**src/rtl/core/fmva_pkg.sv**
```systemverilog
// Shared types, codes and tables for the FM voice allocator.
package fmva_pkg;

    // Event command codes
    localparam logic [1:0] CMD_NOTE_ON  = 2'd0;
    localparam logic [1:0] CMD_NOTE_OFF = 2'd1;
    localparam logic [1:0] CMD_BEND     = 2'd2;
    localparam logic [1:0] CMD_UNUSED   = 2'd3;

    // FM register bases
    localparam logic [7:0] ADDR_FNUM_LO = 8'hA0;
    localparam logic [7:0] ADDR_KEYON   = 8'hB0;

    // Key-on flag in the B0 register data
    localparam logic [2:0] KEYON_BITS   = 3'b001;

    // Bend wheel centre
    localparam logic [6:0] BEND_CENTRE  = 7'd64;

    // Request to the frequency number unit
    typedef struct packed {
        logic       start;
        logic [6:0] key;
        logic [6:0] bend;
    } fnum_req_t;

    // Response from the frequency number unit
    typedef struct packed {
        logic       done;
        logic [9:0] fnum;
    } fnum_rsp_t;

    // Semitone frequency number table
    function automatic logic [9:0] semitone(input logic [3:0] idx);
        logic [9:0] val;
        case (idx)
            4'd0:  val = 10'h134;
            4'd1:  val = 10'h146;
            4'd2:  val = 10'h15A;
            4'd3:  val = 10'h16E;
            4'd4:  val = 10'h184;
            4'd5:  val = 10'h19B;
            4'd6:  val = 10'h1B4;
            4'd7:  val = 10'h1CE;
            4'd8:  val = 10'h1E9;
            4'd9:  val = 10'h206;
            4'd10: val = 10'h225;
            4'd11: val = 10'h246;
            4'd12: val = 10'h268;
            4'd13: val = 10'h28D;
            4'd14: val = 10'h2B4;
            4'd15: val = 10'h2DD;
        endcase
        return val;
    endfunction

    // Key divided by twelve, exact for all 7-bit keys (multiply by 43/512)
    function automatic logic [3:0] div12(input logic [6:0] k);
        logic [12:0] p;
        p = 13'(k) * 13'd43;
        return p[12:9];
    endfunction

endpackage

```
**src/rtl/core/fmva_fnum_unit.sv**
```systemverilog
// Multi-cycle frequency number unit: table lookup, bend scaling and divide by 63.
module fmva_fnum_unit (
    input  logic               clk,
    input  logic               rst_n,
    input  fmva_pkg::fnum_req_t req,
    output fmva_pkg::fnum_rsp_t rsp
);
    import fmva_pkg::*;

    // 65536/63 rounded down; one correction step follows
    localparam logic [23:0] RECIP_63 = 24'd1040;

    typedef enum logic [5:0] {
        U_IDLE  = 6'b000001,
        U_LOOK  = 6'b000010,
        U_MUL   = 6'b000100,
        U_RECIP = 6'b001000,
        U_FIX   = 6'b010000,
        U_DONE  = 6'b100000
    } ustate_t;

    ustate_t     state_reg, state_next;
    logic [6:0]  key_reg;
    logic [6:0]  bend_reg;
    logic        down_reg;
    logic [9:0]  base_reg;
    logic [6:0]  span_reg;
    logic [6:0]  dist_reg;
    logic [12:0] prod_reg;
    logic [6:0]  quot_reg;
    logic [9:0]  fnum_reg;

    logic [3:0]  rem12;
    logic [9:0]  base_val;
    logic [9:0]  nb_val;
    logic        down_val;
    logic [23:0] recip_prod;
    logic [12:0] rem63;
    logic [6:0]  quot_fix;

    // Lookup stage arithmetic
    always_comb
    begin
        rem12    = 4'(key_reg - 7'(div12(key_reg) * 4'd12));
        down_val = (bend_reg < BEND_CENTRE);
        base_val = semitone(rem12 + 4'd2);
        nb_val   = down_val ? semitone(rem12) : semitone(rem12 + 4'd4);
    end

    // Reciprocal multiply and remainder correction
    assign recip_prod = 24'(prod_reg) * RECIP_63;
    assign rem63      = prod_reg - ({quot_reg, 6'b0} - 13'(quot_reg));
    assign quot_fix   = (rem63 >= 13'd63) ? quot_reg + 7'd1 : quot_reg;

    // Advance the sequencer
    always_comb
    begin
        state_next = state_reg;
        unique case (state_reg)
            U_IDLE:  if (req.start) state_next = U_LOOK;
            U_LOOK:  state_next = U_MUL;
            U_MUL:   state_next = U_RECIP;
            U_RECIP: state_next = U_FIX;
            U_FIX:   state_next = U_DONE;
            U_DONE:  state_next = U_IDLE;
            default: state_next = U_IDLE;
        endcase
    end

    always_ff @(posedge clk or negedge rst_n)
    begin
        if (!rst_n)
            state_reg <= U_IDLE;
        else
            state_reg <= state_next;
    end

    // Datapath registers
    always_ff @(posedge clk)
    begin
        if (state_reg == U_IDLE && req.start)
        begin
            key_reg  <= req.key;
            bend_reg <= req.bend;
        end
        if (state_reg == U_LOOK)
        begin
            down_reg <= down_val;
            base_reg <= base_val;
            span_reg <= 7'(down_val ? base_val - nb_val : nb_val - base_val);
            dist_reg <= down_val ? BEND_CENTRE - bend_reg : bend_reg - BEND_CENTRE;
        end
        if (state_reg == U_MUL)
            prod_reg <= 13'(dist_reg) * 13'(span_reg);
        if (state_reg == U_RECIP)
            quot_reg <= recip_prod[22:16];
        if (state_reg == U_FIX)
            fnum_reg <= down_reg ? base_reg - 10'(quot_fix) : base_reg + 10'(quot_fix);
    end

    assign rsp.done = (state_reg == U_DONE);
    assign rsp.fnum = fnum_reg;

endmodule

```
**src/rtl/core/fm_voice_allocator_pitch_bend.sv**
```systemverilog
// FM voice allocator with pitch bend, top level.
// Accepts one note-on, note-off or pitch-bend event at a time and answers with FM register
// writes (address, data), the final one of each event flagged by last. The sequencer visits
// the voice slots one per cycle while it passes them over; each voice that needs a new
// frequency number goes through the shared frequency number unit (lookup, multiply,
// reciprocal, correct, done) and then queues its A0 and B0 writes, and every event but an
// unused code ends in a flush state. in_ready is high only between events; an unused
// command code is taken and dropped.
module fm_voice_allocator_pitch_bend #(
    parameter int VOICES = 9
) (
    input  logic       clk,
    input  logic       rst_n,
    input  logic       in_valid,
    output logic       in_ready,
    input  logic [1:0] command,
    input  logic [6:0] key,
    input  logic [6:0] bend,
    output logic       out_valid,
    input  logic       out_ready,
    output logic [7:0] reg_address,
    output logic [7:0] reg_data,
    output logic       last
);
    import fmva_pkg::*;

    localparam int VW = (VOICES > 1) ? $clog2(VOICES) : 1;
    localparam logic [VW-1:0] LAST_VOICE = VW'(VOICES - 1);

    typedef enum logic [5:0] {
        ST_IDLE   = 6'b000001,
        ST_SCAN   = 6'b000010,
        ST_CALC   = 6'b000100,
        ST_EMIT_A = 6'b001000,
        ST_EMIT_B = 6'b010000,
        ST_FLUSH  = 6'b100000
    } state_t;

    // Voice slots
    logic        en_reg   [VOICES];
    logic [6:0]  vkey_reg [VOICES];
    logic [2:0]  oct_reg  [VOICES];
    logic [9:0]  fnum_reg [VOICES];

    // Sequencer and event registers
    state_t      state_reg, state_next;
    logic [1:0]  cmd_reg, cmd_next;
    logic [6:0]  key_reg, key_next;
    logic [6:0]  bend_reg, bend_next;
    logic [VW-1:0] v_reg, v_next;
    logic        kill_reg, kill_next;
    logic        stop_reg, stop_next;

    // Held beat, released once the next one is known
    logic        pend_valid_reg, pend_valid_next;
    logic [7:0]  pend_addr_reg, pend_addr_next;
    logic [7:0]  pend_data_reg, pend_data_next;

    // Output register
    logic        out_valid_reg, out_valid_next;
    logic [7:0]  out_addr_reg, out_addr_next;
    logic [7:0]  out_data_reg, out_data_next;
    logic        out_last_reg, out_last_next;

    logic        is_on, is_off, is_refresh;
    logic        rd_en;
    logic [6:0]  rd_key;
    logic        out_free;
    logic        slot_take, slot_clear, fnum_write;
    logic        beat_push;
    logic [7:0]  beat_addr, beat_data;
    logic [7:0]  voice_ofs;
    fnum_req_t   freq;
    fnum_rsp_t   frsp;

    fmva_fnum_unit u_fnum (
        .clk   (clk),
        .rst_n (rst_n),
        .req   (freq),
        .rsp   (frsp)
    );

    // Decode the latched event
    assign is_on      = (cmd_reg == CMD_NOTE_ON) && (key_reg != 7'd0);
    assign is_off     = (cmd_reg == CMD_NOTE_OFF);
    assign is_refresh = ((cmd_reg == CMD_NOTE_ON) && (key_reg == 7'd0)) || (cmd_reg == CMD_BEND);

    assign rd_en     = en_reg[v_reg];
    assign rd_key    = vkey_reg[v_reg];
    assign out_free  = !out_valid_reg || out_ready;
    assign voice_ofs = 8'(v_reg);

    // Sequencer
    always_comb
    begin
        state_next      = state_reg;
        cmd_next        = cmd_reg;
        key_next        = key_reg;
        bend_next       = bend_reg;
        v_next          = v_reg;
        kill_next       = kill_reg;
        stop_next       = stop_reg;
        pend_valid_next = pend_valid_reg;
        pend_addr_next  = pend_addr_reg;
        pend_data_next  = pend_data_reg;
        out_valid_next  = out_valid_reg && !out_ready;
        out_addr_next   = out_addr_reg;
        out_data_next   = out_data_reg;
        out_last_next   = out_last_reg;
        freq.start      = 1'b0;
        freq.key        = is_on ? key_reg : rd_key;
        freq.bend       = bend_reg;
        slot_take       = 1'b0;
        slot_clear      = 1'b0;
        fnum_write      = 1'b0;
        beat_push       = 1'b0;
        beat_addr       = ADDR_FNUM_LO | voice_ofs;
        beat_data       = kill_reg ? 8'd0 : fnum_reg[v_reg][7:0];

        unique case (state_reg)
            ST_IDLE:
            begin
                if (in_valid)
                begin
                    cmd_next  = command;
                    key_next  = key;
                    v_next    = '0;
                    stop_next = 1'b0;
                    if (command == CMD_BEND)
                        bend_next = bend;
                    if (command != CMD_UNUSED)
                        state_next = ST_SCAN;
                end
            end
            ST_SCAN:
            begin
                if (is_on && (!rd_en || rd_key == key_reg))
                begin
                    slot_take  = 1'b1;
                    freq.start = 1'b1;
                    stop_next  = 1'b1;
                    kill_next  = 1'b0;
                    state_next = ST_CALC;
                end
                else if (is_refresh && rd_en)
                begin
                    freq.start = 1'b1;
                    kill_next  = 1'b0;
                    state_next = ST_CALC;
                end
                else if (is_off && rd_en && rd_key == key_reg)
                begin
                    slot_clear = 1'b1;
                    kill_next  = 1'b1;
                    state_next = ST_EMIT_A;
                end
                else if (v_reg == LAST_VOICE)
                    state_next = ST_FLUSH;
                else
                    v_next = v_reg + 1'b1;
            end
            ST_CALC:
            begin
                if (frsp.done)
                begin
                    fnum_write = 1'b1;
                    state_next = ST_EMIT_A;
                end
            end
            ST_EMIT_A:
            begin
                if (!pend_valid_reg || out_free)
                begin
                    beat_push  = 1'b1;
                    state_next = ST_EMIT_B;
                end
            end
            ST_EMIT_B:
            begin
                beat_addr = ADDR_KEYON | voice_ofs;
                beat_data = kill_reg ? 8'd0
                                     : {KEYON_BITS, oct_reg[v_reg], fnum_reg[v_reg][9:8]};
                if (!pend_valid_reg || out_free)
                begin
                    beat_push = 1'b1;
                    if (stop_reg || v_reg == LAST_VOICE)
                        state_next = ST_FLUSH;
                    else
                    begin
                        v_next     = v_reg + 1'b1;
                        state_next = ST_SCAN;
                    end
                end
            end
            ST_FLUSH:
            begin
                if (!pend_valid_reg)
                    state_next = ST_IDLE;
                else if (out_free)
                begin
                    out_valid_next  = 1'b1;
                    out_addr_next   = pend_addr_reg;
                    out_data_next   = pend_data_reg;
                    out_last_next   = 1'b1;
                    pend_valid_next = 1'b0;
                    state_next      = ST_IDLE;
                end
            end
            default: state_next = ST_IDLE;
        endcase

        // Hold the new beat and release the previous one, not last
        if (beat_push)
        begin
            if (pend_valid_reg)
            begin
                out_valid_next = 1'b1;
                out_addr_next  = pend_addr_reg;
                out_data_next  = pend_data_reg;
                out_last_next  = 1'b0;
            end
            pend_valid_next = 1'b1;
            pend_addr_next  = beat_addr;
            pend_data_next  = beat_data;
        end
    end

    // Control registers
    always_ff @(posedge clk or negedge rst_n)
    begin
        if (!rst_n)
        begin
            state_reg      <= ST_IDLE;
            bend_reg       <= BEND_CENTRE;
            pend_valid_reg <= 1'b0;
            out_valid_reg  <= 1'b0;
        end
        else
        begin
            state_reg      <= state_next;
            bend_reg       <= bend_next;
            pend_valid_reg <= pend_valid_next;
            out_valid_reg  <= out_valid_next;
        end
    end

    // Payload registers
    always_ff @(posedge clk)
    begin
        cmd_reg       <= cmd_next;
        key_reg       <= key_next;
        v_reg         <= v_next;
        kill_reg      <= kill_next;
        stop_reg      <= stop_next;
        pend_addr_reg <= pend_addr_next;
        pend_data_reg <= pend_data_next;
        out_addr_reg  <= out_addr_next;
        out_data_reg  <= out_data_next;
        out_last_reg  <= out_last_next;
    end

    // Update voice slots
    always_ff @(posedge clk or negedge rst_n)
    begin
        if (!rst_n)
        begin
            for (int i = 0; i < VOICES; i++)
            begin
                en_reg[i]   <= 1'b0;
                vkey_reg[i] <= 7'd0;
                oct_reg[i]  <= 3'd0;
                fnum_reg[i] <= 10'd0;
            end
        end
        else
        begin
            if (slot_take)
            begin
                en_reg[v_reg]   <= 1'b1;
                vkey_reg[v_reg] <= key_reg;
                oct_reg[v_reg]  <= 3'(div12(key_reg) + 4'd7);
            end
            if (slot_clear)
            begin
                en_reg[v_reg]   <= 1'b0;
                vkey_reg[v_reg] <= 7'd0;
                oct_reg[v_reg]  <= 3'd0;
                fnum_reg[v_reg] <= 10'd0;
            end
            if (fnum_write)
                fnum_reg[v_reg] <= frsp.fnum;
        end
    end

    assign in_ready    = (state_reg == ST_IDLE);
    assign out_valid   = out_valid_reg;
    assign reg_address = out_addr_reg;
    assign reg_data    = out_data_reg;
    assign last        = out_last_reg;

endmodule

```
**config.mk**
```make
export PLATFORM = sky130hd
export DESIGN_NAME = fm_voice_allocator_pitch_bend
export DESIGN_NICKNAME = d
export VERILOG_FILES = /design/src/rtl/core/fmva_pkg.sv /design/src/rtl/core/fmva_fnum_unit.sv /design/src/rtl/core/fm_voice_allocator_pitch_bend.sv
export SDC_FILE = /design/constraint.sdc
export NUM_CORES = 1
export LEC_CHECK = 0
export BUFFER_PORTS_ARGS = -buffer_cell sky130_fd_sc_hd__clkbuf_2
export CAP_MARGIN = 15
export CORE_MARGIN = 2
export CORE_UTILIZATION = 70
export CTS_BUF_LIST = sky130_fd_sc_hd__clkbuf_8
export DETAILED_ROUTE_END_ITERATION = 10
export PLACE_DENSITY = 0.88
export SLEW_MARGIN = 20
export SYNTH_ARGS = -nofsm -noshare
export SYNTH_HDL_FRONTEND = slang
export SYNTH_SLANG_ARGS = --single-unit
```
**constraint.sdc**
```tcl
create_clock -name clk -period 12 [get_ports clk]
set_input_delay 1.8 -clock clk [delete_from_list [all_inputs] [get_ports clk]]
set_output_delay 1.8 -clock clk [all_outputs]
set_load 0.02 [all_outputs]
```
==> impl_metrics.csv <==
group,metric,value,unit
die,start_util,71.0,%
die,pin_count,39,
clock_network,ctsResizeCount,0,
detailed_routing,wl_per_cell,19.8,um
synthesis,yosysSeqAreaShare,42.6,%
setup_path,crit_top_cell,"ha_1",
layout,antenna_cells,0,
setup_path,setup.worst_path.end,"u_fnum.span_reg[6]",
layout,areaGrowthSynthToFinish,6.79,%
synthesis,async_reset_ff_share,64.8,%
synthesis,yosysTopAreaCell,"dfrtp_1",
setup_path,cp_slowest_stage_delay,0.72,ns
synthesis,synth_cell_types,83,
clock_network,max-clock-path-buffers,3,
sta,setup_violations,0,
hold_path,hp-class,"flip-flop to flip-flop",
outcome,status,"completed",
synthesis,synthesis.area,20400,um^2
flow_run,cap_violations,0,
global_route,grt.overflow.total,0,
layout,nets,2302,
synthesis,synth_edf_count,114,
clock_network,cts_tree,"built",
synthesis,synthCells,2067,
detailed_routing,ant_nets,0,
power_and_ir_drop,vdd_drop_max,0.335,mV
synthesis,postSynthAreaPerCell,9.87,um^2
clock_network,clkTransAtPathRegs,0.06,ns
setup_path,cp-start-kind,"flip-flop",
detailed_routing,wl_met1,19500,um
sta,rsz0062_at_grt,"no",
detailed_routing,top_layer,"met4",
hold_path,hp-start,"bend_reg[1]",
power_and_ir_drop,power_per_cell_area,196,nW/um^2
clock_network,cts_num_sinks,324,
synthesis,synth_top_area_share,25.4,%
sta,fin_crit,7.99,ns
global_route,antenna_found_initial,0,
global_route,grt_pass1_vias,16500,
sta,finalHoldViolCount,0,
global_route,grt_pass1_wl,82900,um
sta,max_freq,0.125,GHz
setup_path,crit_fanout,17,
synthesis,synth_seq_cells,324,
sta,fin_setup_tns,0,ns
layout,fillers,1915,
power_and_ir_drop,power_leakage,9.79,nW
layout,seq_area,8680,um^2
die,die_w,175,um
layout,largest_reg_flops,90,
detailed_routing,vias,16000,
sta,maxSlewViolCount,0,
detailed_routing,wl_met3,4630,um
die,die-area,30500,um^2
detailed_routing,detail_route.iter0.violations,1935,
setup_path,startpoint,"u_fnum.key_reg[3]",
die,core,28700,um^2
setup_path,end_kind,"flip-flop",
layout,multi_input_area,10700,um^2
setup_path,worst_r2r_endpoint,"u_fnum.span_reg[6]",
placement,dpl_worst_slack,4.11,ns
layout,drive_above_1_share,9.52,%
sta,fin_crit_sh,66.6,%
detailed_routing,drt_wl_total,49700,um
die,fp.dieH,175,um
setup_path,arrival,8.32,ns
power_and_ir_drop,total_power,0.00427,W
sta,worst_pin_slew,1.14,ns
placement,io_buffers,38,
synthesis,syn-num-nets,2287,
placement,dpl.hpwl,34500,um
setup_path,timing.reg2reg.setup_slack,4.01,ns
detailed_routing,post_drt_via_cell_ratio,6.39,
global_route,grtUsageTotal,33.7,%
setup_path,cp_slowest_cell,"xnor2_1",
clock_network,post_cts_buffers,0,
detailed_routing,firstDrtPassIters,8,
sta,setup_slack,4.01,ns
clock_network,clockRootBuffer,"clkbuf_8",
clock_network,htreeDepth,2,
placement,gp_congestion,0.938,
synthesis,yosysMostFrequentCell,"nand2_1",
clock_network,cts_buffers,51,
setup_path,reg2reg_from,"u_fnum.key_reg[3]",
die,rows,62,
sta,skew,0.0397,ns
synthesis,synth_ff_type,"dfrtp_1",
setup_path,ff2ff_path_depth,26,
synthesis,synth_warnings,0,
synthesis,synth_area_leaders,"dfrtp_1 (25%), edfxtp_1 (17%), ha_1 (9.9%), nand2_1 (5.8%), mux2i_1 (4.3%)",
detailed_routing,remaining_drc_errors,0,
setup_path,crit_type,"flip-flop to flip-flop",
global_route,grt_max_degree,81,
clock_network,clk_latency,0.61,ns
setup_path,required,12.32,ns
synthesis,synthTopCellsByCount,"nand2_1 (314), dfrtp_1 (207), ha_1 (161), inv_1 (153), o21ai_0 (151)",
sta,max_slew_margin,23.3,%
clock_network,holdBufCountCts,0,
detailed_routing,wl_met2,23700,um
worst max-delay path: cells and delay by family (launching register included):
| family | cells | cell delay, ns |
|---|---|---|
| compound gates | 10 | 2.22 |
| xor+xnor | 4 | 1.09 |
| fa+ha+maj | 7 | 2.75 |
| buf+inv | 4 | 0.71 |
| flops | 1 | 0.49 |
| mux | 1 | 0.47 |
cell usage in the layout (no fill, tap or decap), types with 58 or more instances in the layout:
master,n
clkbuf_8,58
ha_1,161
nand2_1,314
dfrtp_1,207
o21ai_0,151
mux2i_1,87
nor2_1,145
inv_1,172
a21oi_1,86
edfxtp_1,114
metal layers:
metal	global-route usage, %	up-vias
li1	-	7235
met1	43.9	7703
met2	55.2	906
met3	7.25	171
met4	13.7	0
met5	0	-
cell families (layout without fill, tap and decap cells):
family | after synthesis | after routing | share of synthesized area, %
compound gates | 416 | 416 | 12.9
flops | 324 | 324 | 42.6
xor+xnor | 74 | 74 | 3.18
fa+ha+maj | 200 | 200 | 13.7
mux | 120 | 120 | 7.03
buf+inv | 252 | 307 | 5.15
simple gates | 681 | 681 | 15.5
final cells by class:
cell class	count	share of cell area (%)
clock buffers	57	3.60
clock inverters	36	0.919
inverters	158	2.72
multi-input cells	1491	49.1
flip-flops and latches	324	39.9
well taps	384	2.21
repair buffers	56	1.53
through the flow:
stage	util, %	hold WS [ns]	cell area (um^2)	std cells
final	75.9	0.439	21800	2506
after global routing	75.9	0.444	21800	2506
after CTS	75.8	0.442	21800	2506
after detailed placement	72.4	0.427	20800	2413
after global placement	72.4	0.423	20800	2413
after floorplan	-	0.419	20400	2067
power by group:
part	total (W)	internal [W]	leakage, nW	switching (W)
clock	0.000917	0.000478	0.573	0.000440
sequential	0.00145	0.00134	3.96	0.000108
combinational	0.00190	0.000734	5.26	0.00117
total	0.00427	0.00256	9.79	0.00171
worst min path at each step:
stage | endpoint | slack, ns | depth (start not counted)
floorplan | u_fnum.bend_reg[0] | 0.42 | 0
global placement | u_fnum.bend_reg[4] | 0.42 | 0
detailed placement | u_fnum.bend_reg[2] | 0.43 | 0
CTS | u_fnum.bend_reg[2] | 0.44 | 0
global route | u_fnum.bend_reg[1] | 0.44 | 0
finish | u_fnum.bend_reg[1] | 0.44 | 0
Power figures use the tool's default switching activity.
